$ cat config.mk
export PLATFORM = sky130hd
export DESIGN_NAME = msb_first_bit_packer_top
export DESIGN_NICKNAME = d
export VERILOG_FILES = /design/src/hdl/mbp_pkg.sv /design/src/hdl/msb_first_bit_packer_top.sv /design/src/hdl/mbp_front.sv /design/src/hdl/mbp_queue.sv /design/src/hdl/mbp_back.sv
export SDC_FILE = /design/constraint.sdc
export NUM_CORES = 1
export LEC_CHECK = 0
export BUFFER_PORTS_ARGS = -buffer_cell sky130_fd_sc_hd__buf_4
export CAP_MARGIN = 10
export CORE_MARGIN = 3
export CORE_UTILIZATION = 30
export CTS_CLUSTER_SIZE = 30
export DETAILED_ROUTE_END_ITERATION = 6
export SLEW_MARGIN = 25
export SYNTH_ARGS = -nofsm -noshare
export SYNTH_HDL_FRONTEND = slang
export SYNTH_SLANG_ARGS = --single-unit
export TNS_END_PERCENT = 30
$ cat constraint.sdc
create_clock -name clk -period 8.5 [get_ports clk]
set_input_delay 0.425 -clock clk [delete_from_list [all_inputs] [get_ports clk]]
set_output_delay 0.425 -clock clk [all_outputs]
set_load 0.1 [all_outputs]
$ cat src/hdl/mbp_pkg.sv
package mbp_pkg;

  localparam int unsigned BYTE_BITS    = 8;
  localparam int unsigned MAX_BYTES    = 4;
  localparam int unsigned VALUE_BITS   = 32;
  localparam int unsigned WORD_BITS    = VALUE_BITS + BYTE_BITS;
  localparam int unsigned QUEUE_DEPTH  = 2;
  localparam int unsigned QUEUE_AW     = $clog2(QUEUE_DEPTH);

  typedef enum logic [2:0] {
    OP_WRITE       = 3'd0,
    OP_ALIGN_ONES  = 3'd1,
    OP_ALIGN_ZEROS = 3'd2,
    OP_STOP_BIT    = 3'd3,
    OP_CLEAR       = 3'd4
  } op_t;

  typedef struct packed {
    logic [MAX_BYTES-1:0][BYTE_BITS-1:0] bytes;
    logic [2:0]                          nbytes;
  } chunk_t;

endpackage

$ cat src/hdl/msb_first_bit_packer_top.sv
// MSB-first bit packer. Each accepted item writes 0 to 32 bits of value, pads
// to a byte boundary with ones or zeros, writes a stop bit and pads with
// zeros, or clears the held bits. The resulting 0 to 4 complete bytes leave
// one per cycle on the byte channel while out_stall is low, in stream order,
// with last set on the final byte of each item. An item's bytes are queued
// in a two-entry queue, so input is accepted every cycle until that queue
// fills; the sustained rate is set by the byte output, one byte per cycle
// when not stalled, that is up to four bytes per item for a 32-bit write.
module msb_first_bit_packer_top (
  input  logic        clk,
  input  logic        rst,
  input  logic        in_valid,
  output logic        in_stall,
  input  logic [2:0]  operation,
  input  logic [31:0] value,
  input  logic [5:0]  bit_count,
  output logic        out_valid,
  input  logic        out_stall,
  output logic [7:0]  out_byte,
  output logic        last
);

  logic            accept;
  logic            push;
  logic            pop;
  logic            full;
  logic            not_empty;
  mbp_pkg::chunk_t wr_chunk;
  mbp_pkg::chunk_t rd_chunk;

  assign in_stall = full;
  assign accept   = in_valid && !full;

  mbp_front u_front (
    .clk       (clk),
    .rst       (rst),
    .accept    (accept),
    .operation (operation),
    .value     (value),
    .bit_count (bit_count),
    .push      (push),
    .chunk     (wr_chunk)
  );

  mbp_queue u_queue (
    .clk       (clk),
    .rst       (rst),
    .push      (push),
    .wr_chunk  (wr_chunk),
    .pop       (pop),
    .full      (full),
    .not_empty (not_empty),
    .rd_chunk  (rd_chunk)
  );

  mbp_back u_back (
    .clk       (clk),
    .rst       (rst),
    .not_empty (not_empty),
    .chunk     (rd_chunk),
    .pop       (pop),
    .out_valid (out_valid),
    .out_stall (out_stall),
    .out_byte  (out_byte),
    .last      (last)
  );

endmodule

$ cat src/hdl/mbp_front.sv
module mbp_front (
  input  logic                 clk,
  input  logic                 rst,
  input  logic                 accept,
  input  logic [2:0]           operation,
  input  logic [31:0]          value,
  input  logic [5:0]           bit_count,
  output logic                 push,
  output mbp_pkg::chunk_t      chunk
);

  logic [7:0]  partial_bits;
  logic [2:0]  held_count;
  logic [7:0]  partial_bits_next;
  logic [2:0]  held_count_next;

  logic [2:0]  pad;
  logic [5:0]  n;
  logic [31:0] v;
  logic [31:0] v_masked;
  logic        clear;
  logic [5:0]  total;
  logic [5:0]  shift;
  logic [39:0] word;

  // Each operation is turned into a plain write of n bits of v.
  always_comb begin
    pad   = 3'(3'd0 - held_count);
    n     = '0;
    v     = '0;
    clear = 1'b0;
    case (operation)
      mbp_pkg::OP_WRITE: begin
        n = (bit_count > 6'd32) ? 6'd32 : bit_count;
        v = value;
      end
      mbp_pkg::OP_ALIGN_ONES: begin
        n = {3'b000, pad};
        v = '1;
      end
      mbp_pkg::OP_ALIGN_ZEROS: begin
        n = {3'b000, pad};
        v = '0;
      end
      mbp_pkg::OP_STOP_BIT: begin
        n = 6'd8 - {3'b000, held_count};
        v = 32'd1 << (3'd7 - held_count);
      end
      mbp_pkg::OP_CLEAR: begin
        clear = 1'b1;
      end
      default: begin
        n = '0;
      end
    endcase
  end

  always_comb begin
    v_masked = v & ~({32{1'b1}} << n);
    total    = {3'b000, held_count} + n;
    shift    = 6'd40 - total;
    word     = ({8'd0, v_masked} << shift) | {partial_bits, 32'd0};
    for (int j = 0; j < mbp_pkg::MAX_BYTES; j++) begin
      chunk.bytes[j] = word[39 - 8*j -: 8];
    end
    chunk.nbytes = total[5:3];
    case (total[5:3])
      3'd0:    partial_bits_next = word[39:32];
      3'd1:    partial_bits_next = word[31:24];
      3'd2:    partial_bits_next = word[23:16];
      3'd3:    partial_bits_next = word[15:8];
      default: partial_bits_next = word[7:0];
    endcase
    held_count_next = total[2:0];
    if (clear) begin
      partial_bits_next = '0;
      held_count_next   = '0;
    end
    push = accept && (total[5:3] != 3'd0);
  end

  always_ff @(posedge clk) begin
    if (rst) begin
      partial_bits <= '0;
      held_count   <= '0;
    end else if (accept) begin
      partial_bits <= partial_bits_next;
      held_count   <= held_count_next;
    end
  end

endmodule

$ cat src/hdl/mbp_queue.sv
module mbp_queue (
  input  logic            clk,
  input  logic            rst,
  input  logic            push,
  input  mbp_pkg::chunk_t wr_chunk,
  input  logic            pop,
  output logic            full,
  output logic            not_empty,
  output mbp_pkg::chunk_t rd_chunk
);

  mbp_pkg::chunk_t                  slots [mbp_pkg::QUEUE_DEPTH];
  logic [mbp_pkg::QUEUE_AW-1:0]     wr_ptr;
  logic [mbp_pkg::QUEUE_AW-1:0]     rd_ptr;
  logic [mbp_pkg::QUEUE_AW:0]       fill;

  assign full      = (fill == (mbp_pkg::QUEUE_AW+1)'(mbp_pkg::QUEUE_DEPTH));
  assign not_empty = (fill != '0);
  assign rd_chunk  = slots[rd_ptr];

  always_ff @(posedge clk) begin
    if (push) begin
      slots[wr_ptr] <= wr_chunk;
    end
  end

  always_ff @(posedge clk) begin
    if (rst) begin
      wr_ptr <= '0;
      rd_ptr <= '0;
      fill   <= '0;
    end else begin
      if (push) begin
        wr_ptr <= wr_ptr + 1'b1;
      end
      if (pop) begin
        rd_ptr <= rd_ptr + 1'b1;
      end
      case ({push, pop})
        2'b10:   fill <= fill + 1'b1;
        2'b01:   fill <= fill - 1'b1;
        default: fill <= fill;
      endcase
    end
  end

endmodule

$ cat src/hdl/mbp_back.sv
module mbp_back (
  input  logic            clk,
  input  logic            rst,
  input  logic            not_empty,
  input  mbp_pkg::chunk_t chunk,
  output logic            pop,
  output logic            out_valid,
  input  logic            out_stall,
  output logic [7:0]      out_byte,
  output logic            last
);

  logic [1:0] idx;
  logic       transfer;

  assign out_valid = not_empty;
  assign out_byte  = chunk.bytes[idx];
  assign last      = ({1'b0, idx} + 3'd1 == chunk.nbytes);
  assign transfer  = out_valid && !out_stall;
  assign pop       = transfer && last;

  always_ff @(posedge clk) begin
    if (rst) begin
      idx <= '0;
    end else if (transfer) begin
      idx <= last ? 2'd0 : idx + 2'd1;
    end
  end

endmodule
* Yosys cells after proc, flatten, opt, wreduce, memory -nomap -nowiden
Memories as Yosys holds them, arrays and structs flattened. A register that Yosys moved wholly into a read port is not among the register bits.
Cells that the tools add are included.
** Cells by class
- Bitwise operators :: 3
- $add $sub $neg :: 11
- Divide/modulo/power cells :: 0
- $lt $le $gt $ge :: 2
- Multipliers :: 0
- Reduce and logical (&&, ||, !) cells :: 12
- Mux-type cells :: 15
- Shift-type cells :: 3
- Eq/ne operators :: 11
** Operator list (count)
- one-hot mux 32 bit (3 select lines) :: 1
- OR 40 bit :: 1
- left shift 32 x 6 -> 40 bit :: 1
- AND 32 bit :: 1
- inverter 32 bit :: 1
- one-hot mux 8 bit (4 select lines) :: 1
- left shift 1 x 3 -> 32 bit (first input constant) :: 1
- left shift 32 x 6 -> 32 bit (first input constant) :: 1
- one-hot mux 6 bit (3 select lines) :: 1
- binary-select mux 8 bit (select 2 bit) :: 1
- two-way mux 8 bit :: 2
- equality test 3 x 2 -> 1 bit (second input constant) :: 4
- adder 3 x 6 -> 6 bit :: 1
- equality test 3 x 1 -> 1 bit (second input constant) :: 2
- > comparator 6 bit (second input constant) :: 1
- logical NOT 3 bit :: 2
- two-way mux 6 bit :: 1
- subtractor 6 bit (first input constant) :: 1
- two-way mux 1 bit :: 5
- subtractor 4 x 3 -> 5 bit (first input constant) :: 1
- adder 2 x 1 -> 2 bit (second input constant) :: 2
- equality test 2 bit (second input constant) :: 2
- logical AND 1 bit :: 4
- one-hot mux 2 bit (2 select lines) :: 1
- other kinds (15) :: 18
** Storage, ports and cells
- Output and inout port bits :: 11
- Memories :: 1
- Word-level logic and storage cells :: 64
- Bits in registers :: 17
- RAM bits :: 70
- ROM bits :: 0
- Bits in latches :: 0
- Input port bits :: 45
** Memories
- u_queue.slots :: words 2, bits a word 35, rd ports 1, clocked after Yosys merged registers in 1, wr ports 1, RTL line mbp_queue.sv:12 : mbp_pkg::chunk_t slots [mbp_pkg::QUEUE_DEPTH];

* Logic depth before layout (Yosys ltp)
- Word-level depth :: 10
- Depth in mapped cells :: 21
- Gate-level depth less buffers :: 17

* Cells and area by module
From an unflattened synthesis, not the netlist that was laid out.
** Second synthesis, totals
- Cells, all modules :: 816
- Area, all modules :: 7793.7 sq um
** By module, submodules not included
- mbp_front :: cells each 655, instances 1, seq. area each 220.2 sq um, area each 4700.8 sq um
- mbp_queue :: cells each 131, instances 1, seq. area each 2202.1 sq um, area each 2728.9 sq um
- mbp_back :: cells each 29, instances 1, seq. area each 40.0 sq um, area each 350.3 sq um
- msb_first_bit_packer_top :: cells each 1, instances 1, seq. area each 0.0 sq um, area each 13.8 sq um

* Worst setup path before layout
Ideal clock, no wire load.
- Path type :: register to register
- From :: register u_front.held_count[0]
- To :: memory u_queue.slots[0][0] (netlist bit), enable pin
- Arrival :: 4.486 ns
- Slack :: 3.587 ns
- Path buffers :: 1
- Stages on the path, launching flop included :: 16
- Clock period less this slack :: 4.913 ns
- Setup time :: 0.427 ns
- Required time :: 8.073 ns
- Path through :: dfxtp_1 buf_2 inv_1 ha_1 ha_1 o21ai_0 a21oi_1 ha_1 inv_1 nor2_1 nand3_1 a31oi_1 nor2_1 nand3_1 nand3_1 nor2_1
** Between the ends
- Longest elaborated chain between the ends :: 7
- Elaborated cells between the ends (all ways) :: 8
- Classes of those cells :: add/sub (3); mux (3); reduce/logical (2)
** Ends and longest elaborated chain
- from (decl) :: RTL line mbp_front.sv:13 : logic [2:0] held_count;
- from (signal assigned) :: RTL line mbp_front.sv:88 : held_count <= held_count_next;
- subtractor 4 x 3 -> 5 bit or subtractor 1 x 3 -> 3 bit (tied branches) :: RTL line mbp_front.sv:46, mbp_front.sv:28
- one-hot mux 6 bit (3 select lines) :: RTL line mbp_front.sv:32 : case (operation)
- adder 3 x 6 -> 6 bit * :: RTL line mbp_front.sv:60 : total = {3'b000, held_count} + n;
- nonzero test 3 bit * :: RTL line mbp_front.sv:79 : push = accept && (total[5:3] != 3'd0);
- logical AND 1 bit * :: RTL line mbp_front.sv:79
- two-way mux 1 bit * :: RTL line mbp_queue.sv:22 : if (push) begin
- two-way mux 1 bit (implied by the code) * :: RTL line mbp_queue.sv:23 : slots[wr_ptr] <= wr_chunk;
- to (decl) :: RTL line mbp_queue.sv:12
Every way passes the cells marked *; elsewhere a longest branch is shown, timed or not.

==> run metrics <==
Synth Register Bits 88; Relative slew margins 0.305; CTS tree done; pwr dens about 140 mW/mm^2; starting DRC count in detailed routing roughly 870; Hold-fix buffers, CTS 0; Tmin final 5.84 ns; CTS buffer count 9; Worst R2R Start u_front.held_count[0]; CP top delay family compound AO/OA/AOI/OAI gates; Largest stage delay, worst path 0.73 ns; total clock sinks 88; fraction of registers with async set/reset 0; post-synthesis adder-cell area fraction 0.0191; Hold Crit Class input port to register; syn avg cell area slightly above 9 sq um; H-Tree Depth 3; Final period util 0.687; Worst path most repeated cell ha_1; post-DR wirelength/cell 21.7 um; IO Pins 56; run status complete, but fails checks; max_cap viols 0; Clk Tree Root Cell clkbuf_16; Final ANT Viol Nets 0; most frequent cells in the layout 84 x nor2_1, 70 x edfxtp_1, 64 x buf_4, 63 x a21oi_1, 59 x nand2_1; drt drc 1; simple-gate share of the synthesized area 0.183; Worst Path Buf+Inv 3; Reg clk slew, reported paths 0.07 ns; DP HPWL 19300 um; leakage power 3.04 nW; Setup CP Type register to register; syn nets about 900; first-pass GRT wire length 39900 um; mux share of post-synthesis cell area 0.152; Layout Cells excl Fill 1197; Pre-antenna DRT Iters 7; postcts setup bufs 0; total die area around 0.028 sq mm; Post-Synth XOR/XNOR Area 0.0142; violated checks DRC; Tot Pwr 1.18 mW; # fillers 2628; final hold violations 0; Via density between 6 and 7; CP max-delay cell or2_1; Core ar. approximately 0.025 sq mm; CP cell instances buf_4, inv_1, ha_1, o21ai_0, a21oi_1, xnor2_1, ha_1, inv_1, ha_1, xor2_1, a21boi_2, or2_1, a32oi_1, mux2i_1, and2_0, a211oi_1, a211o_1, o211a_1; die width 167 um; Die Ht around 170 um; initial antenna violation count 0; critical path launch point type register; post-placement cell count 1179; vias in the first global route ~6.7k; HP Start rst; Yosys cell types between 90 and 100; layout cell share with drive strength beyond 1 0.187; Post-synth top flop edfxtp_1; Clock Latency Late Sink 0.34 ns; Fin Clk Skew about 0.011 ns; Arr. time, crit path roughly 6 ns; Initial Util 0.306; GRT Overall Usage 0.180; DR vias 7294; setup TNS 0 ns; grt total ovfl 0; routability cong. 0.950; total wire length 26000 um; Setup Viol. Count Final 0; EDFF count, synth 70; Area growth, synth to finish 12.4%; I/O Buffers 55; RSZ-0062 raised after global routing no; Ant. Diodes 0; Seq/Total Area, Yosys 0.318; highest metal used met4; Fmax 171 MHz; WP data required between 8 and 9 ns; mapped cell area 0.00773 sq mm; Multi-input gate area 0.00492 sq mm; Syn Inst Count 847; pin count of the biggest net entering global routing 56; Synth Area in Compound Gates 0.265; post-CTS sizing 0; DRT met1 WL 11700 um; nets 918; maximum clock path buffer count 2; Worst Setup End Kind register; critical path startpoint u_front.held_count[0]; WL met3 2130 um; main combinational cell family by area after synthesis compound AO/OA/AOI/OAI gates; Synth warnings 0; maximum vdd ir drop between 0.1 and 0.15 mV; met2 wire length 11500 um; Rows 58; worst slew pin tran approximately 1.0 ns; Final Max Slew Viols 0; register area between 0.002 and 0.0025 sq mm; most common cell after layout, fill and taps aside nor2_1; Worst Path Max Fanout 26
-- stage by stage --
stage | instance area [sq um] | worst slack (ns) | hold slack, ns | util
6_report | 8690 | 2.66 | 0.455 | 0.344
3_5_place_dp | 8360 | 2.83 | 0.454 | 0.331
5_1_grt | 8690 | 2.18 | 0.454 | 0.344
3_3_place_gp | 8360 | 2.98 | 0.457 | 0.331
4_1_cts | 8630 | 2.83 | 0.439 | 0.342
2_1_floorplan | 7730 | 3.59 | 0.433 | -
-- where the power goes --
part	internal (mW)	switching, mW
sequential	0.474	0.00621
clock	0.197	0.162
combinational	0.113	0.222
total	0.785	0.391
-- sequential cells by signal (all words and copies together) (netlist names), named ones only --
register and cells:
u_queue.wr_ptr 1, u_front.held_count 3, u_front.partial_bits 8, u_queue.slots 70, u_queue.fill 2, u_queue.rd_ptr 1, u_back.idx 2
-- cell families (layout without fill, tap and decap cells) --
| group | count (synthesis) | in the layout |
|---|---|---|
| flops | 88 | 88 |
| mux | 81 | 81 |
| simple gates | 286 | 286 |
| fa+ha+maj | 12 | 12 |
| compound gates | 285 | 285 |
| xor+xnor | 11 | 11 |
| buf+inv | 84 | 104 |
-- per-layer routing --
layer	global-route usage	vias up
met4	0.0556	0
met3	0.0233	57
met1	0.266	3495
li1	-	3351
met2	0.273	391
met5	0	-
-- layout make-up --
| cell class | count | share of cell area |
|---|---|---|
| clock inverters | 7 | 0.00533 |
| repair buffers | 66 | 0.0616 |
| flip-flops and latches | 88 | 0.283 |
| inverters | 22 | 0.00951 |
| multi-input cells | 675 | 0.567 |
| clock buffers | 9 | 0.0259 |
| well taps | 330 | 0.0475 |
-- worst reg2reg max path: stages (launching register included) --
cell      delay [ns]
dfxtp_1         0.31
buf_4           0.26
inv_1           0.24
ha_1            0.40
o21ai_0         0.21
a21oi_1         0.64
xnor2_1         0.19
ha_1            0.28
inv_1           0.07
ha_1            0.28
xor2_1          0.29
a21boi_2        0.29
or2_1           0.73
a32oi_1         0.33
mux2i_1         0.42
and2_0          0.19
a211oi_1        0.05
a211o_1         0.34
o211a_1         0.23
-- synth_stat cells (7+ instances only) --
library cell / number / area, sq um
nand2b_1: 10 / 62.6
xnor2_1: 7 / 61.3
a221oi_1: 8 / 70.1
o31ai_1: 7 / 52.6
nand2_1: 59 / 221
o221ai_1: 7 / 61.3
edfxtp_1: 70 / 2100
nor2_1: 86 / 323
a211oi_1: 15 / 113
nand3_1: 32 / 160
nor3_1: 28 / 140
o211ai_1: 15 / 113
ha_1: 11 / 138
and3_1: 9 / 56.3
buf_2: 13 / 65.1
o22ai_1: 7 / 43.8
o21bai_1: 9 / 67.6
o21ai_0: 43 / 215
and2_1: 11 / 68.8
dfxtp_1: 18 / 360
a21oi_1: 63 / 315
mux2i_1: 33 / 330
mux2_2: 20 / 225
a31oi_1: 8 / 50.1
inv_1: 18 / 67.6
mux4_2: 26 / 586
a22o_1: 7 / 61.3
buf_1: 7 / 26.3
or2_2: 8 / 50.1
clkbuf_1: 34 / 128
o21a_1: 10 / 75.1
-- path summary, 6_finish.rpt --
path	endpoint	slack, ns	cells past startpoint
setup reg to reg	u_front.partial_bits[3]	2.66	18
hold / removal	u_queue.rd_ptr	0.46	2
setup / recovery	u_front.partial_bits[3]	2.66	18
hold reg to reg	u_front.partial_bits[0]	0.49	2
No activity file was read; power rests on OpenSTA's default activity.
